$ cat src/hw/rtl/tkct_pkg.sv
// tkct_pkg: types, sizes and command codes of the two-level keyed code table
// used by the slot cells and the top level; no dependencies
`timescale 1ns / 1ps

package tkct_pkg;

  localparam int ENTRIES = 8;
  localparam int IDX_W   = $clog2(ENTRIES);
  localparam int KEY_W   = 16;
  localparam int CODE_W  = 16;
  localparam int STORE_W = 15;

  localparam logic [1:0] ACT_CLEAR   = 2'd0;
  localparam logic [1:0] ACT_SET_BS  = 2'd1;
  localparam logic [1:0] ACT_SET_OV  = 2'd2;
  localparam logic [1:0] ACT_LOOKUP  = 2'd3;

  typedef struct packed {
    logic [1:0]               action;
    logic [KEY_W-1:0]         freq;
    logic signed [CODE_W-1:0] code;
  } tkct_cmd_t;

  typedef struct packed {
    logic signed [CODE_W-1:0] code_out;
    logic                     found;
    logic                     table_full;
  } tkct_rsp_t;

  // token that walks the cell row, low slot to high slot
  typedef struct packed {
    logic                vld;
    logic [1:0]          action;
    logic [KEY_W-1:0]    key;
    logic [CODE_W-1:0]   code;
    logic                hit;
    logic [IDX_W-1:0]    hit_idx;
    logic                emp;
    logic [IDX_W-1:0]    emp_idx;
    logic                ov_hit;
    logic [STORE_W-1:0]  ov_code;
    logic                bs_hit;
    logic [STORE_W-1:0]  bs_code;
  } tkct_tok_t;

  // update broadcast to all cells
  typedef struct packed {
    logic                clear;
    logic                en;
    logic                ovr;
    logic [IDX_W-1:0]    slot;
    logic [KEY_W-1:0]    key;
    logic [STORE_W-1:0]  code;
  } tkct_wr_t;

endpackage

$ cat src/hw/rtl/tkct_cell.sv
// tkct_cell: one slot of both tables plus one stage of the scan token
// depends on tkct_pkg
`timescale 1ns / 1ps

module tkct_cell
  import tkct_pkg::*;
(
  input  logic             clk,
  input  logic             rst,
  input  logic [IDX_W-1:0] slot,
  input  tkct_tok_t        tok_in,
  input  tkct_wr_t         wr,
  output tkct_tok_t        tok_out
);

  logic [KEY_W-1:0]   bkey;
  logic [STORE_W-1:0] bcode;
  logic [KEY_W-1:0]   okey;
  logic [STORE_W-1:0] ocode;
  tkct_tok_t          tok_next;
  logic [KEY_W-1:0]   sel_key;

  always_comb begin
    tok_next = tok_in;
    sel_key  = (tok_in.action == ACT_SET_OV) ? okey : bkey;
    if (sel_key == tok_in.key) begin
      tok_next.hit     = 1'b1;
      tok_next.hit_idx = slot;
    end
    if (sel_key == '0 && !tok_in.emp) begin
      tok_next.emp     = 1'b1;
      tok_next.emp_idx = slot;
    end
    if (okey == tok_in.key) begin
      tok_next.ov_hit  = 1'b1;
      tok_next.ov_code = ocode;
    end
    if (bkey == tok_in.key) begin
      tok_next.bs_hit  = 1'b1;
      tok_next.bs_code = bcode;
    end
  end

  always_ff @(posedge clk) begin
    if (rst) begin
      tok_out <= '0;
    end else begin
      tok_out <= tok_next;
    end
  end

  always_ff @(posedge clk) begin
    if (rst || wr.clear) begin
      bkey  <= '0;
      bcode <= '0;
      okey  <= '0;
      ocode <= '0;
    end else if (wr.en && wr.slot == slot) begin
      if (wr.ovr) begin
        okey  <= wr.key;
        ocode <= wr.code;
      end else begin
        bkey  <= wr.key;
        bcode <= wr.code;
      end
    end
  end

endmodule

$ cat src/hw/rtl/two_level_keyed_code_table.sv
// two_level_keyed_code_table: top level, command sequencer and row of slot cells
// depends on tkct_pkg and tkct_cell
//
//   channel | valid     | stall     | payload
//   command | cmd_valid | cmd_stall | cmd (tkct_cmd_t)
//   result  | rsp_valid | rsp_stall | rsp (tkct_rsp_t)
//
// each command: a token walks the cell row one slot per cycle, the finished token
// is registered, then the final step forms the result and applies the update
// one result per command
// cmd_stall is high while a command is in flight
// a stalled result holds the sequencer in its final step; reset empties both tables
`timescale 1ns / 1ps

module two_level_keyed_code_table
  import tkct_pkg::*;
(
  input  logic      clk,
  input  logic      rst,
  input  logic      cmd_valid,
  output logic      cmd_stall,
  input  tkct_cmd_t cmd,
  output logic      rsp_valid,
  input  logic      rsp_stall,
  output tkct_rsp_t rsp
);

  localparam logic [1:0] ST_IDLE = 2'd0;
  localparam logic [1:0] ST_SCAN = 2'd1;
  localparam logic [1:0] ST_DONE = 2'd2;

  logic [1:0]         state;
  logic [1:0]         state_next;
  tkct_tok_t          link [ENTRIES+1];
  logic [ENTRIES-1:0] tok_vld;
  tkct_tok_t          fin;
  tkct_wr_t           wr;
  tkct_rsp_t          rsp_next;
  logic               accept;
  logic               emit;

  assign cmd_stall = (state != ST_IDLE);
  assign accept    = cmd_valid && !cmd_stall;
  assign emit      = (state == ST_DONE) && (!rsp_valid || !rsp_stall);

  always_comb begin
    link[0]         = '0;
    link[0].vld     = accept;
    link[0].action  = cmd.action;
    link[0].key     = cmd.freq;
    link[0].code    = cmd.code;
  end

  for (genvar g = 0; g < ENTRIES; g++) begin : g_cell
    tkct_cell u_cell (
      .clk     (clk),
      .rst     (rst),
      .slot    (IDX_W'(g)),
      .tok_in  (link[g]),
      .wr      (wr),
      .tok_out (link[g+1])
    );
    assign tok_vld[g] = link[g+1].vld;
  end

  always_comb begin
    state_next = state;
    unique case (state)
      ST_IDLE: if (accept) state_next = ST_SCAN;
      ST_SCAN: if (link[ENTRIES].vld) state_next = ST_DONE;
      ST_DONE: if (emit) state_next = ST_IDLE;
      default: state_next = ST_IDLE;
    endcase
  end

  always_ff @(posedge clk) begin
    if (rst) begin
      state <= ST_IDLE;
    end else begin
      state <= state_next;
    end
  end

  always_ff @(posedge clk) begin
    if (state == ST_SCAN && link[ENTRIES].vld) begin
      fin <= link[ENTRIES];
    end
  end

  // result and table update from the finished token
  always_comb begin
    rsp_next = '0;
    wr       = '0;
    wr.ovr   = (fin.action == ACT_SET_OV);
    wr.slot  = fin.hit ? fin.hit_idx : fin.emp_idx;
    if (!fin.code[CODE_W-1]) begin
      wr.key  = fin.key;
      wr.code = fin.code[STORE_W-1:0];
    end
    unique case (fin.action)
      ACT_CLEAR: begin
        wr.clear = emit;
      end
      ACT_SET_BS, ACT_SET_OV: begin
        wr.en               = emit && (fin.hit || fin.emp);
        rsp_next.table_full = !(fin.hit || fin.emp);
      end
      ACT_LOOKUP: begin
        rsp_next.found = fin.ov_hit || fin.bs_hit;
        if (fin.ov_hit) begin
          rsp_next.code_out = signed'({1'b0, fin.ov_code});
        end else if (fin.bs_hit) begin
          rsp_next.code_out = signed'({1'b0, fin.bs_code});
        end else begin
          rsp_next.code_out = '1;
        end
      end
      default: ;
    endcase
  end

  always_ff @(posedge clk) begin
    if (rst) begin
      rsp_valid <= 1'b0;
    end else if (emit) begin
      rsp_valid <= 1'b1;
    end else if (!rsp_stall) begin
      rsp_valid <= 1'b0;
    end
  end

  always_ff @(posedge clk) begin
    if (emit) begin
      rsp <= rsp_next;
    end
  end

  // at most one token in the cell row
  a_one_token: assert property (@(posedge clk) disable iff (rst)
    $countones(tok_vld) <= 1)
    else $error("more than one token in the cell row");

  // a token leaves the row only while the sequencer waits for it
  a_exit_in_scan: assert property (@(posedge clk) disable iff (rst)
    link[ENTRIES].vld |-> state == ST_SCAN)
    else $error("token left the row outside the scan step");

  // table updates happen only in the final step
  a_wr_in_done: assert property (@(posedge clk) disable iff (rst)
    (wr.en || wr.clear) |-> state == ST_DONE)
    else $error("table update outside the final step");

  // a full flag never comes with a hit
  a_full_excl: assert property (@(posedge clk) disable iff (rst)
    rsp_valid |-> !(rsp.table_full && rsp.found))
    else $error("full and found both set");

endmodule

$ cat config.mk
export PLATFORM = sky130hd
export DESIGN_NAME = two_level_keyed_code_table
export DESIGN_NICKNAME = d
export VERILOG_FILES = /design/src/hw/rtl/tkct_pkg.sv /design/src/hw/rtl/tkct_cell.sv /design/src/hw/rtl/two_level_keyed_code_table.sv
export SDC_FILE = /design/constraint.sdc
export NUM_CORES = 2
export LEC_CHECK = 0
export ABC_AREA = 1
export BUFFER_PORTS_ARGS = -buffer_cell sky130_fd_sc_hd__clkbuf_2
export CAP_MARGIN = 40
export CELL_PAD_IN_SITES_DETAIL_PLACEMENT = 2
export CELL_PAD_IN_SITES_GLOBAL_PLACEMENT = 2
export CORE_UTILIZATION = 42
export CTS_BUF_LIST = sky130_fd_sc_hd__clkbuf_2
export DETAILED_ROUTE_END_ITERATION = 10
export PLACE_DENSITY_LB_ADDON = 0.1
export SETUP_SLACK_MARGIN = 0.2
export SLEW_MARGIN = 20
export SYNTH_ARGS = -nofsm -noshare
export SYNTH_HDL_FRONTEND = slang
export SYNTH_SLANG_ARGS = --single-unit
$ cat constraint.sdc
create_clock -name clk -period 4 [get_ports clk]
set_input_delay 0.4 -clock clk [delete_from_list [all_inputs] [get_ports clk]]
set_output_delay 0.4 -clock clk [all_outputs]
set_load 0.01 [all_outputs]
### Word-level counts from Yosys, hierarchy flattened

Index checks and enable logic that the tools add are counted.

* output and inout port bits: 20
* input port bits: 38
* flip-flop bits (word level): 1191
* word-level logic and storage cells: 340

* muxes and demuxes: 52
* reduce and logical (&&, ||, !) cells: 79
* bitwise logic cells: 4
* equality and inequality tests: 48

Operators by type and width (count)
* two-way mux 16 bit: 25
* == test 16 bit: 24
* logical NOT 16 bit: 8
* two-way mux 4 bit: 16
* AND reduction 2 bit: 16
* OR reduction 2 bit: 16
* two-way mux 31 bit: 1
* == test 2 bit (second input constant): 11
* logical AND 1 bit: 19
* two-way mux 15 bit: 1
* == test 3 bit (second input constant): 4
* logical NOT 1 bit: 11
* == test 3 x 2 -> 1 bit (second input constant): 2
* two-way mux 2 bit: 3
* case mux 2 bit (3 select lines): 1
* == test 2 x 1 -> 1 bit (second input constant): 2
* logical NOT 2 bit: 2
* logical OR 1 bit: 4
* two-way mux 1 bit: 4
* inequality test 2 x 1 -> 1 bit (second input constant): 2
* inequality test 2 bit (second input constant): 2
* inverter 1 bit: 4
* == test 3 x 1 -> 1 bit (second input constant): 1
* logical NOT 3 bit: 1
* 3 further kinds: 3

### Longest topological paths before layout

* depth in word-level cells: 7
* mapped depth: 13
* gate-level depth less buffers: 12

### Hierarchy

A second synthesis with hierarchy kept.

* cells, all modules: 7135
* area total of the unflattened synthesis: 50479.7 µm²

By module, submodules not included
* tkct_cell: seq. area each 2742.6 µm², cells an instance 860, instances 8, area each 5865.6 µm²
* two_level_keyed_code_table: seq. area each 2822.7 µm², cells an instance 255, instances 1, area each 3554.7 µm²

### Worst setup path before layout

OpenSTA, ideal clock, no wires.

* kind: register -> register
* from: register state[0]
* to: register fin[0] (netlist name), enable pin
* required time: 3572 ps
* data arrival time: 1913 ps
* slack: 1659 ps
* setup time: 428 ps
* stages on the path, launching flop included: 3
* period minus slack after synthesis: 2341 ps
* buffers on the path: 0
* cell sequence: dfxtp_1 -> nand3_1 -> inv_1

* longest elaborated chain between the ends: 2

RTL lines
* start: declaration: RTL line two_level_keyed_code_table.sv:32 `logic [1:0] state;`
* start signal: assignment: RTL line two_level_keyed_code_table.sv:80 `state <= state_next;`
* == test 2 x 1 -> 1 bit: RTL line two_level_keyed_code_table.sv:85 `if (state == ST_SCAN && link[ENTRIES].vld) begin`
* logical AND 1 bit: RTL line two_level_keyed_code_table.sv:85
* end signal: assignment: RTL line two_level_keyed_code_table.sv:86 `fin <= link[ENTRIES];`
* end: declaration: RTL line two_level_keyed_code_table.sv:36 `tkct_tok_t fin;`

Every way passes these cells.
A chain may end at the register's enable or synchronous reset.

### Worst setup path in the final report

* from: register fin[73] (netlist name)
* to: register g_cell[0].u_cell.okey[1]

* longest elaborated chain between the ends: 5
* elaborated cells on any way between the ends: 9
* classes of those cells: eq/ne (2); mux (2); reduce/logical (5)

RTL lines
* == test 2 x 1 -> 1 bit / == test 2 bit (equally long branches): RTL line two_level_keyed_code_table.sv:100, two_level_keyed_code_table.sv:94
* OR reduction 2 bit: RTL line two_level_keyed_code_table.sv:100 `unique case (fin.action)`
* two-way mux 1 bit: RTL line two_level_keyed_code_table.sv:100
* logical AND 1 bit: RTL line tkct_cell.sv:58 `end else if (wr.en && wr.slot == slot) begin`
* AND reduction 2 bit (no line)
* end signal: assignment: RTL line tkct_cell.sv:60 `okey <= wr.key;`
* end: declaration: RTL line tkct_cell.sv:18 `logic [KEY_W-1:0] okey;`

Several ways; a longest one is shown, not always the timed one.

==> metrics.log <==
[metrics] gp weighted congestion: 0.822
[metrics] Post-route DRC: 0
[metrics] Distinct cells, synth: 43
[metrics] Max stage delay cell, worst path: sky130_fd_sc_hd__a21oi_1
[metrics] die extent in y: 335 µm
[metrics] start point of the critical path: fin[73]
[metrics] clock buffers created by TritonCTS: 325
[metrics] combined global-route utilization of all metal layers: 39.7%
[metrics] Routed Antenna Nets: 0
[metrics] routed via count: 50400
[metrics] die area: 113000 µm²
[metrics] top post-synthesis cells by count: sky130_fd_sc_hd__dfxtp_1 (1085), sky130_fd_sc_hd__nand2_1 (1036), sky130_fd_sc_hd__nor2_1 (1013)
[metrics] count of cells along the worst hold path: 8
[metrics] dominant register cell in the synthesized netlist: sky130_fd_sc_hd__dfxtp_1
[metrics] via count of the first global-routing pass: 53100
[metrics] register-to-register path setup slack: -140 ps
[metrics] Worst Path Max Fanout: 44
[metrics] fillers: 12400
[metrics] final setup vio count: 1
[metrics] synthesized area per cell: 7.53 µm²
[metrics] startpoint of the worst hold path: cmd[25]
[metrics] clock tree skew after final layout: 281 ps
[metrics] WP data required: 5470 ps
[metrics] routed length per instance: 33.3 µm
[metrics] pwr/cell area: 461 nW/µm²
[metrics] maximum number of pins on one net before global-route repair: 196
[metrics] capturing element type of the critical path: flip-flop
[metrics] initial antenna violation count: 19
[metrics] share of async-settable or async-resettable flops after synthesis: 0%
[metrics] post-route worst hold slack: 86.9 ps
[metrics] Slew Viols, Final: 3
[metrics] total placed instance area: 48600 µm²
[metrics] proportion of synthesized chip area in sequential cells: 52.4%
[metrics] core occupancy in the finished layout: 48.2%
[metrics] number of synthesized flops with an enable pin: 92
[metrics] count of yosys warnings during synthesis: 0
[metrics] most frequent cell after synthesis: sky130_fd_sc_hd__dfxtp_1
[metrics] final cell area excluding filler cells: 52800 µm²
[metrics] FF+latch count, synth: 1177
[metrics] placeable core region: 109000 µm²
[metrics] dpl hpwl: 112000 µm
[metrics] critical path's largest stage delay: 1080 ps
[metrics] Net Count, Synth: 6238
[metrics] final period demand of the worst path: 4140 ps
[metrics] cells on worst reg2reg path: 6
[metrics] final layout net count: 6504
[metrics] capture point of the worst reg-to-reg path: g_cell[0].u_cell.okey[1]
[metrics] Netlist Area Pre-Place: 46700 µm²
[metrics] first-pass iteration count of the detailed router: 5
[metrics] vias per inst: 6.15
[metrics] share of the cycle needed by the critical path after routing: 104%
[metrics] result of the run: complete, but fails checks
[metrics] MaxCap Viol Count: 2
[metrics] Max Freq: 241 MHz
[metrics] Critical Path, Cell by Cell: ha_1 > inv_2 > nor2_8 > inv_2 > o21ai_0 > a21oi_1
[metrics] Clock Tree Buf Depth: 4
[metrics] first-pass GRT wire length: 338000 µm
[metrics] failing checks: max-capacitance violations, max-slew violations, negative setup slack
[metrics] Min-Delay Path Class: primary input to flip-flop
[metrics] Min-Delay Endpoint: g_cell[0].u_cell.tok_out[14]
[metrics] TritonCTS clock tree: yes
[metrics] starting density of the core: 42.7%
[metrics] count of buffers inserted at the top-level ports: 57
[metrics] H-tree level count: 5
[metrics] Startpoint Class: flip-flop
[metrics] most prevalent standard cell on the critical path: sky130_fd_sc_hd__inv_2
[metrics] post-synth top area share: 46.5%
[metrics] post-placement worst setup slack: 1030 ps
[metrics] placed insts: 7488
[metrics] data arrival time of the worst path: 5610 ps
[metrics] layout cells sized above 1: 10.9%
[metrics] DIE WIDTH: 335 µm
[metrics] Pleak: 23.2 nW
[metrics] Starting DRT DRC Count: 5786
[metrics] IO Count: 58
[metrics] Fin. Hold Viols: 0
[metrics] area delta synth->final: 13.0%
[metrics] Critical Setup Path Class: flip-flop to flip-flop
[metrics] remaining global-route overflow: 0
[metrics] library cell occupying the most area in the post-synthesis netlist: sky130_fd_sc_hd__dfxtp_1
[metrics] source-to-sink clock delay at the later pin of the worst-skew pair: 1850 ps
[metrics] Core Rows: 121
[metrics] launch point of the worst reg-to-reg path: fin[73]
[metrics] post-synthesis cell count: 6197
[metrics] worst vdd rail ir drop: 0.000248 V
[metrics] area of combinational cells with multiple inputs: 17800 µm²
[metrics] clock tree root buffer cell: sky130_fd_sc_hd__clkbuf_2
[metrics] # clock sinks: 1177
[metrics] Slew headroom: -7.59%
[metrics] final routed wirelength across all metal layers: 273000 µm
[metrics] number of cells in the finished layout apart from fillers: 8183
[metrics] cell types with the largest area share after synthesis: sky130_fd_sc_hd__dfxtp_1 (47%), sky130_fd_sc_hd__nand2_1 (8.3%), sky130_fd_sc_hd__nor2_1 (8.1%), sky130_fd_sc_hd__inv_1 (6.6%), sky130_fd_sc_hd__a21oi_1 (6.0%)
[metrics] clock edge transition at the registers on the reported setup and hold paths: 160 ps
[metrics] footprint of the flip-flops and latches: 24500 µm²
[metrics] Worst Tran Pin Value: 1610 ps
[metrics] Worst Setup Slack, final: -143 ps
## flip-flops by register name, summed over array words and instances (netlist names)
register / cells
rsp: 18
g_cell.u_cell.bcode: 120
g_cell.u_cell.bkey: 128
fin: 74
state: 2
g_cell.u_cell.ocode: 120
rsp_valid: 1
g_cell.u_cell.tok_out: 586
g_cell.u_cell.okey: 128
## worst max path at each step
stage                                 to  slack (ps)  depth (start not counted)
2_1_floorplan                     fin[0]        1660                          2
3_3_place_gp    g_cell[5].u_cell.okey[9]        1290                          8
3_5_place_dp    g_cell[6].u_cell.bkey[7]        1030                          9
4_1_cts        g_cell[6].u_cell.bkey[13]         910                          9
5_1_grt         g_cell[0].u_cell.okey[1]         -10                          6
6_report        g_cell[0].u_cell.okey[1]        -140                          6
## repair_timing
item                       CTS  global route
hold buffers               113             0
hold endpoints to repair   574             0
buffers inserted             0             0
gates resized for setup      0             1
setup endpoints to repair    0             1
## per-layer routing
metal | track usage [%] | share of wire (%) | up-vias
met3 | 6.98 | 9.0 | 1829
li1 | - | - | 20100
met5 | 0 | 0.065 | -
met2 | 70.2 | 46 | 3677
met1 | 43.9 | 35 | 24700
met4 | 25.2 | 10 | 28
## critical path, delay by kind of cell (launching register included)
kind / cells / cell delay, ps
buf+inv: 2 / 1140
flops: 1 / 520
compound gates: 2 / 1480
fa+ha+maj: 1 / 530
simple gates: 1 / 170
## cell type report
class / instances / share of cell area, %
flip-flops and latches: 1177 / 46.4
multi-input cells: 3858 / 33.8
inverters: 831 / 5.94
repair buffers: 270 / 4.95
clock buffers: 481 / 4.56
well taps: 1476 / 3.50
clock inverters: 57 / 0.659
diodes: 33 / 0.157
## per-stage QoR
step / total power (W) / TNS (ps)
after floorplan: 0.0133 / 0
after global placement: 0.0137 / 0
after detailed placement: 0.0138 / 0
after CTS: 0.0228 / 0
after global routing: 0.0247 / -11.9
final: 0.0243 / -143
## cells by family (layout without fill, tap and decap cells)
logic type,count (synthesis),count (layout),synth area share [%]
adder cells (fa/ha/maj),3,3,0.0804
AO/OA/AOI/OAI,1176,1176,12.7
other,0,33,0
AND/OR/NAND/NOR,2507,2507,21.8
buffers and inverters,1162,1639,9.68
XOR/XNOR,172,172,3.23
flip-flops,1177,1177,52.4
## power breakdown
| group | total (W) | leakage, nW | switching [W] | internal [W] |
|---|---|---|---|---|
| Sequential | 0.0123 | 9.62 | 0.000187 | 0.0121 |
| Combinational | 0.00191 | 11.4 | 0.00144 | 0.000475 |
| Clock | 0.0101 | 2.16 | 0.00673 | 0.00341 |
| Total | 0.0243 | 23.2 | 0.00835 | 0.0160 |
## placed cells by master, fill, tap and decap left out, types with 4 or more instances in the layout
master                          instances
sky130_fd_sc_hd__nand2_1             1036
sky130_fd_sc_hd__a21oi_1              562
sky130_fd_sc_hd__buf_8                  7
sky130_fd_sc_hd__nand4_1               52
sky130_fd_sc_hd__nor2_2                10
sky130_fd_sc_hd__o211ai_1              13
sky130_fd_sc_hd__nor2_1               992
sky130_fd_sc_hd__xnor2_1               42
sky130_fd_sc_hd__diode_2               33
sky130_fd_sc_hd__nand2_2                4
sky130_fd_sc_hd__o21ai_0              541
sky130_fd_sc_hd__nor2_4                15
sky130_fd_sc_hd__nand3b_1               4
sky130_fd_sc_hd__xor2_1               130
sky130_fd_sc_hd__o21ai_1               43
sky130_fd_sc_hd__edfxtp_1              92
sky130_fd_sc_hd__inv_1                813
sky130_fd_sc_hd__buf_4                 70
sky130_fd_sc_hd__nand3_1              314
sky130_fd_sc_hd__inv_2                 18
sky130_fd_sc_hd__o21ai_2                4
sky130_fd_sc_hd__nand3_2               10
sky130_fd_sc_hd__clkinv_1              40
sky130_fd_sc_hd__clkbuf_2             537
sky130_fd_sc_hd__bufinv_16              4
sky130_fd_sc_hd__nor3_1                50
sky130_fd_sc_hd__clkinv_2               6
sky130_fd_sc_hd__dfxtp_1             1085
sky130_fd_sc_hd__nor3_2                 4
sky130_fd_sc_hd__buf_16                12
sky130_fd_sc_hd__dlygate4sd3_1        112
sky130_fd_sc_hd__o22ai_1               10
sky130_fd_sc_hd__buf_12                12
(Power assumes the default switching activity.)
